### src/rtl/rccd_pkg.sv
// shared types and constants for the rotary count chatter debounce block
package rccd_pkg;

  // raw and filtered direction codes
  typedef enum logic [1:0] {
    DIR_NONE = 2'd0,
    DIR_POS  = 2'd1,
    DIR_NEG  = 2'd3
  } dir_t;

  // configuration register indexes
  localparam int unsigned CFG_IDX_W = 2;
  localparam logic [CFG_IDX_W-1:0] CFG_REVERSE_DIRECTION   = 2'd0;
  localparam logic [CFG_IDX_W-1:0] CFG_SAME_DIR_HOLDOFF_MS = 2'd1;
  localparam logic [CFG_IDX_W-1:0] CFG_REVERSE_HOLDOFF_MS  = 2'd2;

  localparam int unsigned CFG_DATA_W = 16;

  // hold-off values after reset
  localparam logic [15:0] SAME_HOLDOFF_RESET    = 16'd50;
  localparam logic [15:0] REVERSE_HOLDOFF_RESET = 16'd500;

  typedef struct packed {
    logic        reverse_direction;
    logic [15:0] same_dir_holdoff_ms;
    logic [15:0] reverse_holdoff_ms;
  } cfg_t;

  typedef struct packed {
    logic signed [15:0] stable_value;
    logic signed [15:0] position;
    logic               changed;
    logic signed [7:0]  step;
  } result_t;

endpackage

### src/rtl/rccd_filter.sv
// per-poll count extension, chatter filter and hold-off debounce with its state
module rccd_filter
  import rccd_pkg::*;
(
  input  logic        clk,
  input  logic        rst,
  input  logic        fire,
  input  logic [7:0]  enc_count,
  input  logic [31:0] now_ms,
  input  cfg_t        cfg,
  output result_t     res
);

  logic [7:0]  prev_raw;
  logic [15:0] extended_count;
  dir_t        confirmed_raw_dir;
  logic [1:0]  reverse_tally;
  dir_t        reverse_sign;
  logic [15:0] held_value;
  dir_t        held_dir;
  logic [31:0] held_time;

  logic [15:0] extended_count_next;
  dir_t        confirmed_raw_dir_next;
  logic [1:0]  reverse_tally_next;
  dir_t        reverse_sign_next;
  logic [15:0] held_value_next;
  dir_t        held_dir_next;
  logic [31:0] held_time_next;

  logic [7:0]  diff;
  logic [15:0] pos;
  logic [15:0] delta;
  logic [31:0] elapsed;
  logic [1:0]  tally_inc;
  dir_t        raw_dir;
  dir_t        cur_dir;
  logic        unit;
  logic        proceed;
  logic        accept;
  logic        chg;

  always_comb begin
    diff                = enc_count - prev_raw;
    extended_count_next = extended_count + {{8{diff[7]}}, diff};
    pos = cfg.reverse_direction ? 16'(16'd0 - extended_count_next) : extended_count_next;

    raw_dir   = diff[7] ? DIR_NEG : DIR_POS;
    unit      = (diff == 8'h01) || (diff == 8'hFF);
    tally_inc = reverse_tally + 2'd1;
    delta     = pos - held_value;
    cur_dir   = delta[15] ? DIR_NEG : DIR_POS;
    elapsed   = now_ms - held_time;

    confirmed_raw_dir_next = confirmed_raw_dir;
    reverse_tally_next     = reverse_tally;
    reverse_sign_next      = reverse_sign;
    held_value_next        = held_value;
    held_dir_next          = held_dir;
    held_time_next         = held_time;
    proceed                = 1'b0;
    accept                 = 1'b0;
    chg                    = 1'b0;

    if (diff != 8'd0) begin
      proceed = 1'b1;
      if (confirmed_raw_dir != DIR_NONE && raw_dir != confirmed_raw_dir && unit) begin
        if (reverse_sign == DIR_NONE || reverse_sign == raw_dir) begin
          // second opposite unit step in a row confirms the turn
          if (tally_inc >= 2'd2) begin
            confirmed_raw_dir_next = raw_dir;
            reverse_tally_next     = 2'd0;
            reverse_sign_next      = DIR_NONE;
          end else begin
            reverse_sign_next  = raw_dir;
            reverse_tally_next = tally_inc;
            proceed            = 1'b0;
          end
        end else begin
          reverse_sign_next  = raw_dir;
          reverse_tally_next = 2'd1;
          proceed            = 1'b0;
        end
      end else begin
        reverse_tally_next     = 2'd0;
        reverse_sign_next      = DIR_NONE;
        confirmed_raw_dir_next = raw_dir;
      end

      if (proceed && delta != 16'd0) begin
        if (held_dir == DIR_NONE) begin
          accept = 1'b1;
        end else if (cur_dir == held_dir) begin
          accept = elapsed >= {16'd0, cfg.same_dir_holdoff_ms};
        end else begin
          accept = elapsed >= {16'd0, cfg.reverse_holdoff_ms};
        end
        if (accept) begin
          held_value_next = pos;
          held_dir_next   = cur_dir;
          held_time_next  = now_ms;
          chg             = 1'b1;
        end
      end
    end

    res.stable_value = held_value_next;
    res.position     = pos;
    res.changed      = chg;
    res.step         = diff;
  end

  always_ff @(posedge clk) begin
    if (rst) begin
      prev_raw          <= 8'd0;
      extended_count    <= 16'd0;
      confirmed_raw_dir <= DIR_NONE;
      reverse_tally     <= 2'd0;
      reverse_sign      <= DIR_NONE;
      held_value        <= 16'd0;
      held_dir          <= DIR_NONE;
      held_time         <= 32'd0;
    end else if (fire) begin
      prev_raw          <= enc_count;
      extended_count    <= extended_count_next;
      confirmed_raw_dir <= confirmed_raw_dir_next;
      reverse_tally     <= reverse_tally_next;
      reverse_sign      <= reverse_sign_next;
      held_value        <= held_value_next;
      held_dir          <= held_dir_next;
      held_time         <= held_time_next;
    end
  end

endmodule

### src/rtl/rotary_count_chatter_debounce.sv
// top level of the rotary count chatter debounce block
//
// usage:
// - input channel (in_valid/in_ready) carries one poll per item: the wrapping
//   8-bit encoder count enc_count and the millisecond timestamp now_ms
// - output channel (out_valid/out_ready) returns exactly one result item per
//   poll: stable_value, position, changed and step, in poll order
// - config channel (cfg_valid/cfg_ready) writes cfg_index 0 reverse_direction,
//   1 same-direction hold-off, 2 reversal hold-off; index 3 is ignored;
//   cfg_ready is always high, writes are meant to happen while the block idles
// - an accepted poll goes into the input register, then through the filter
//   logic into the result register, from which it can be taken
// - throughput: one poll per cycle while out_ready keeps the result register
//   free or draining, set by the single pass from the input register
//   through the filter state update into the result register
// - the poll state updates when the item moves to the result register, so
//   the next poll right behind it sees the updated count and hold-off state
// - when out_ready is low the result register holds, the input register can
//   still take one more poll, then in_ready drops until the output drains
// - reset (rst, synchronous) empties both registers, clears the count and
//   filter state and restores hold-offs of 50 ms and 500 ms
module rotary_count_chatter_debounce
  import rccd_pkg::*;
(
  input  logic                  clk,
  input  logic                  rst,
  input  logic                  in_valid,
  output logic                  in_ready,
  input  logic [7:0]            enc_count,
  input  logic [31:0]           now_ms,
  output logic                  out_valid,
  input  logic                  out_ready,
  output logic signed [15:0]    stable_value,
  output logic signed [15:0]    position,
  output logic                  changed,
  output logic signed [7:0]     step,
  input  logic                  cfg_valid,
  output logic                  cfg_ready,
  input  logic [CFG_IDX_W-1:0]  cfg_index,
  input  logic [CFG_DATA_W-1:0] cfg_data
);

  // input register
  logic        in_full;
  logic [7:0]  raw_q;
  logic [31:0] now_q;

  // result register
  logic        out_full;
  result_t     res_q;
  result_t     res_comb;

  cfg_t        cfg;
  logic        fire;

  // move a poll through the filter when the result slot is free or draining
  assign fire     = in_full && (!out_full || out_ready);
  assign in_ready = !in_full || fire;
  assign cfg_ready = 1'b1;

  always_ff @(posedge clk) begin
    if (rst) begin
      in_full <= 1'b0;
    end else if (in_valid && in_ready) begin
      in_full <= 1'b1;
    end else if (fire) begin
      in_full <= 1'b0;
    end
  end

  always_ff @(posedge clk) begin
    if (in_valid && in_ready) begin
      raw_q <= enc_count;
      now_q <= now_ms;
    end
  end

  always_ff @(posedge clk) begin
    if (rst) begin
      out_full <= 1'b0;
    end else if (fire) begin
      out_full <= 1'b1;
    end else if (out_ready) begin
      out_full <= 1'b0;
    end
  end

  always_ff @(posedge clk) begin
    if (fire) begin
      res_q <= res_comb;
    end
  end

  // configuration registers, out-of-range index does nothing
  always_ff @(posedge clk) begin
    if (rst) begin
      cfg.reverse_direction   <= 1'b0;
      cfg.same_dir_holdoff_ms <= SAME_HOLDOFF_RESET;
      cfg.reverse_holdoff_ms  <= REVERSE_HOLDOFF_RESET;
    end else if (cfg_valid && cfg_ready) begin
      case (cfg_index)
        CFG_REVERSE_DIRECTION:   cfg.reverse_direction   <= cfg_data[0];
        CFG_SAME_DIR_HOLDOFF_MS: cfg.same_dir_holdoff_ms <= cfg_data;
        CFG_REVERSE_HOLDOFF_MS:  cfg.reverse_holdoff_ms  <= cfg_data;
        default: ;
      endcase
    end
  end

  rccd_filter u_filter (
    .clk       (clk),
    .rst       (rst),
    .fire      (fire),
    .enc_count (raw_q),
    .now_ms    (now_q),
    .cfg       (cfg),
    .res       (res_comb)
  );

  assign out_valid    = out_full;
  assign stable_value = res_q.stable_value;
  assign position     = res_q.position;
  assign changed      = res_q.changed;
  assign step         = res_q.step;

endmodule

### config.mk
export PLATFORM = sky130hd
export DESIGN_NAME = rotary_count_chatter_debounce
export DESIGN_NICKNAME = d
export VERILOG_FILES = /design/src/rtl/rccd_pkg.sv /design/src/rtl/rccd_filter.sv /design/src/rtl/rotary_count_chatter_debounce.sv
export SDC_FILE = /design/constraint.sdc
export NUM_CORES = 1
export LEC_CHECK = 0
export BUFFER_PORTS_ARGS = -buffer_cell sky130_fd_sc_hd__buf_2
export CORE_MARGIN = 1.5
export CORE_UTILIZATION = 60
export DETAILED_ROUTE_END_ITERATION = 16
export PLACE_DENSITY = 0.88
export SYNTH_ARGS = -nofsm -noshare
export SYNTH_HDL_FRONTEND = slang
export SYNTH_SLANG_ARGS = --single-unit
### constraint.sdc
create_clock -name clk -period 16.7 [get_ports clk]
set_clock_uncertainty 0.1 [all_clocks]
set_input_delay 1.67 -clock clk [delete_from_list [all_inputs] [get_ports clk]]
set_output_delay 1.67 -clock clk [all_outputs]
set_load 0.02 [all_outputs]
==> metrics.cfg <==
[sta]
hold_viol = 0
rsz0062_at_grt = no
setup_viol = 0
period_needed_ns = 8.22
fmax_mhz = 122
slew_headroom = 0.267
worstMarginPinSlew_ns = 1.10
maxSlewViolCount = 0
fin_crit_sh = 0.492
tns_ns = 0

[synthesis]
yosysSeqAreaShare = 0.394
synth-edff-count = 81
synth_flop_cell = dfxtp_1
synth_top_family_by_area = compound AO/OA/AOI/OAI gates
yosysTopAreaCellShare = 0.203
syn_nets = 1529
synth-adder-area-share = 0.115
async_flop_share = 0
yosysWarnings = 0
syn-cell-area_um2 = 12000
yosys-top-cells-area = edfxtp_1, dfxtp_1, ha_1
synth_top_cell_by_area = edfxtp_1
synth.area.mux_share = 0.0213
ys_ff_latch = 196
avgSynthCellArea_um2 = 8.84
synth_compound_area_frac = 0.206
yosysUniqueCellTypes = 77
synth_simple_gate_area_frac = 0.153
synthXorXnorAreaFrac = 0.0500
synthCells = 1358

[worst_setup_path]
crit_fanout = 29
cp_slowest_stage_delay_ns = 0.60
start_kind = register
critPathCaptureType = register
cpMaxStageDelayCell = nand2b_1
required_ns = 16.95
critPathKind = register to register
cpMostUsedCell = o21ai_0
crit_arrival_ns = 8.47

[floorplan]
core_region_area_um2 = 19500
die_x_um = 144
start_util = 0.615
fp-row-count = 51
die_area_um2 = 20900
ios = 107
die_h_um = 144

[clock_network]
clock_sinks = 196
cts_tree = yes
clkTransAtPathRegs_ns = 0.07
cts_buffer_depth = 2
cts_resized = 0
cts_made_buffers = 17
postCtsSetupBuffers = 0
cts_hold_buffers = 0
clock_latency_ns = 0.45
htreeDepth = 4
clockRootBuffer = clkbuf_16

[route]
totalWireLength_um = 27800
wl_per_cell_um = 16.3
drt_drc_violations_left = 0
routed_via_density = 6.05
num_vias = 10325
drtAntennaViolNets = 0
firstDrtPassIters = 7
drt-initial-drc-count = 1027

[global_route]
grt_pass1_wl_um = 45700
grt_pass1_vias = 9721
overflow = 0
grt_max_degree = 104
grt_use_total = 0.276
antenna_found_initial = 0

[pwr]
pwr_density_cell_nw_per_um2 = 121
p_sw_mw = 0.594
power_frac_comb = 0.397
leakage_nw = 5.30
p_total_mw = 1.61
power.share.clock = 0.250
sw_frac_of_total = 0.369
seqPwrFrac = 0.353
peakVddDrop_mv = 0.0848
internal_power_mw = 1.02

[placed_design]
io_buffer_count = 105
dpl.hpwl_um = 19900
gp_congestion = 0.942
place_inst = 1675

[cells_and_area]
antennaDiodeCount = 0
num-nets-final = 1600
stdcell_count = 1707
drive_gt1_frac = 0.123
synthToLayoutAreaGrowth_pct = 10.4

[hold_path]
hold_path_class = register to register

[outcome]
status = finished clean

[job]
cap_violations = 0

==> stage by stage <==
step / worst slack, ns / cell area [µm²] / util / hold slack [ns]
5_1_grt: 7.72 / 13300 / 0.679 / 0.375
6_report: 8.48 / 13300 / 0.679 / 0.355
2_1_floorplan: 9.36 / 12000 / - / 0.328
3_5_place_dp: 8.84 / 12700 / 0.650 / 0.346
4_1_cts: 8.67 / 13300 / 0.679 / 0.356
3_3_place_gp: 9.16 / 12700 / 0.650 / 0.341
==> cell type report <==
class,count,area [µm²]
Fill cell,1536,6270
Multi-Input combinational cell,981,6580
Inverter,119,447
Clock inverter,14,141
Clock buffer,18,429
Tap cell,265,332
Timing Repair Buffer,114,596
Sequential cell,196,4730
==> cell families (layout without fill, tap and decap cells) <==
family | after synthesis | in the layout
AO/OA/AOI/OAI | 396 | 396
XOR/XNOR | 67 | 67
other | 1 | 1
flip-flops | 196 | 196
AND/OR/NAND/NOR | 389 | 389
adder cells (fa/ha/maj) | 108 | 108
multiplexers | 20 | 20
buffers and inverters | 181 | 265
==> cells in the mapped netlist (5+ instances only) <==
library cell	count
and3_1	5
o21ai_0	81
clkbuf_1	43
edfxtp_1	81
a21oi_1	155
o2111ai_1	5
nand2_1	140
a221oi_1	7
buf_2	12
nor2b_1	10
or3_1	7
nor2_1	77
o21bai_1	10
nand2b_1	12
xnor2_1	41
a211o_1	10
a2111oi_0	6
mux2_4	9
a21o_1	28
nor3_1	42
mux2_2	8
nand4_1	9
a31oi_1	6
o21a_1	16
dfxtp_1	115
o31ai_1	7
inv_1	118
a211oi_1	15
nor4b_1	5
or4_1	6
ha_1	104
xor2_1	25
o211ai_1	13
nand3_1	47
==> state kept, by name, indices dropped and copies added (netlist names) <==
name                        flops
cfg                            33
changed                         1
in_full                         1
now_q                          32
out_valid                       1
position                       16
raw_q                           8
stable_value                   16
step                            8
u_filter.confirmed_raw_dir      2
u_filter.extended_count        16
u_filter.held_dir               2
u_filter.held_time             32
u_filter.held_value            16
u_filter.prev_raw               8
u_filter.reverse_sign           2
u_filter.reverse_tally          2
==> per-layer routing <==
metal  part of all wire  GRT usage  vias to the layer above
li1                   -          -                     4985
met4              0.044      0.138                        0
met5                  0          0                        -
met3              0.062     0.0477                       90
met2               0.48      0.468                      419
met1               0.42      0.339                     4831
==> cells in the final DEF, fill, tap and decap left out, types with 9 or more instances in the layout <==
master | netlist | layout
a21oi_1 | 155 | 155
nor2b_1 | 10 | 10
a211o_1 | 10 | 10
o21ai_0 | 81 | 81
o211ai_1 | 13 | 13
nand3_1 | 47 | 47
clkbuf_16 | 0 | 17
a211oi_1 | 15 | 15
mux2_4 | 9 | 9
ha_1 | 104 | 104
dfxtp_1 | 115 | 115
o21bai_1 | 10 | 10
nand2b_1 | 12 | 12
buf_2 | 12 | 104
buf_4 | 1 | 10
xor2_1 | 25 | 25
a21o_1 | 28 | 28
xnor2_1 | 41 | 41
nor2_1 | 77 | 77
nor3_1 | 42 | 41
inv_1 | 118 | 118
nand2_1 | 140 | 140
o21a_1 | 16 | 16
edfxtp_1 | 81 | 81
nand4_1 | 9 | 9
==> final timing paths <==
check | startpoint | end | slack, ns | depth (start not counted)
hold reg to reg | cfg[27] | cfg[27] | 0.35 | 2
setup reg to reg | raw_q[0] | u_filter.held_value[2] | 8.48 | 30
setup / recovery | raw_q[0] | u_filter.held_value[2] | 8.48 | 30
hold / removal | cfg[27] | cfg[27] | 0.35 | 2
==> worst max-delay path: cells and delay by family, from the launching register on <==
kind                       cells  cell delay [ns]
and+or+nand+nor                9             2.63
xor gates and xnor gates       3             0.76
DFF                            1             0.35
AOI/OAI and AO/OA             10             2.12
buffers and inverters          4             0.70
adders and majority gates      4             1.45
==> power by group through the flow <==
stage | combinational, mW | clock (mW) | sequential (mW)
4_1_cts | 0.626 | 0.405 | 0.568
6_report | 0.639 | 0.402 | 0.568
2_1_floorplan | 0.462 | 0 | 0.592
3_3_place_gp | 0.599 | 0 | 0.577
5_1_grt | 0.699 | 0.425 | 0.572
3_5_place_dp | 0.617 | 0 | 0.579
Power figures use the tool's default switching activity.
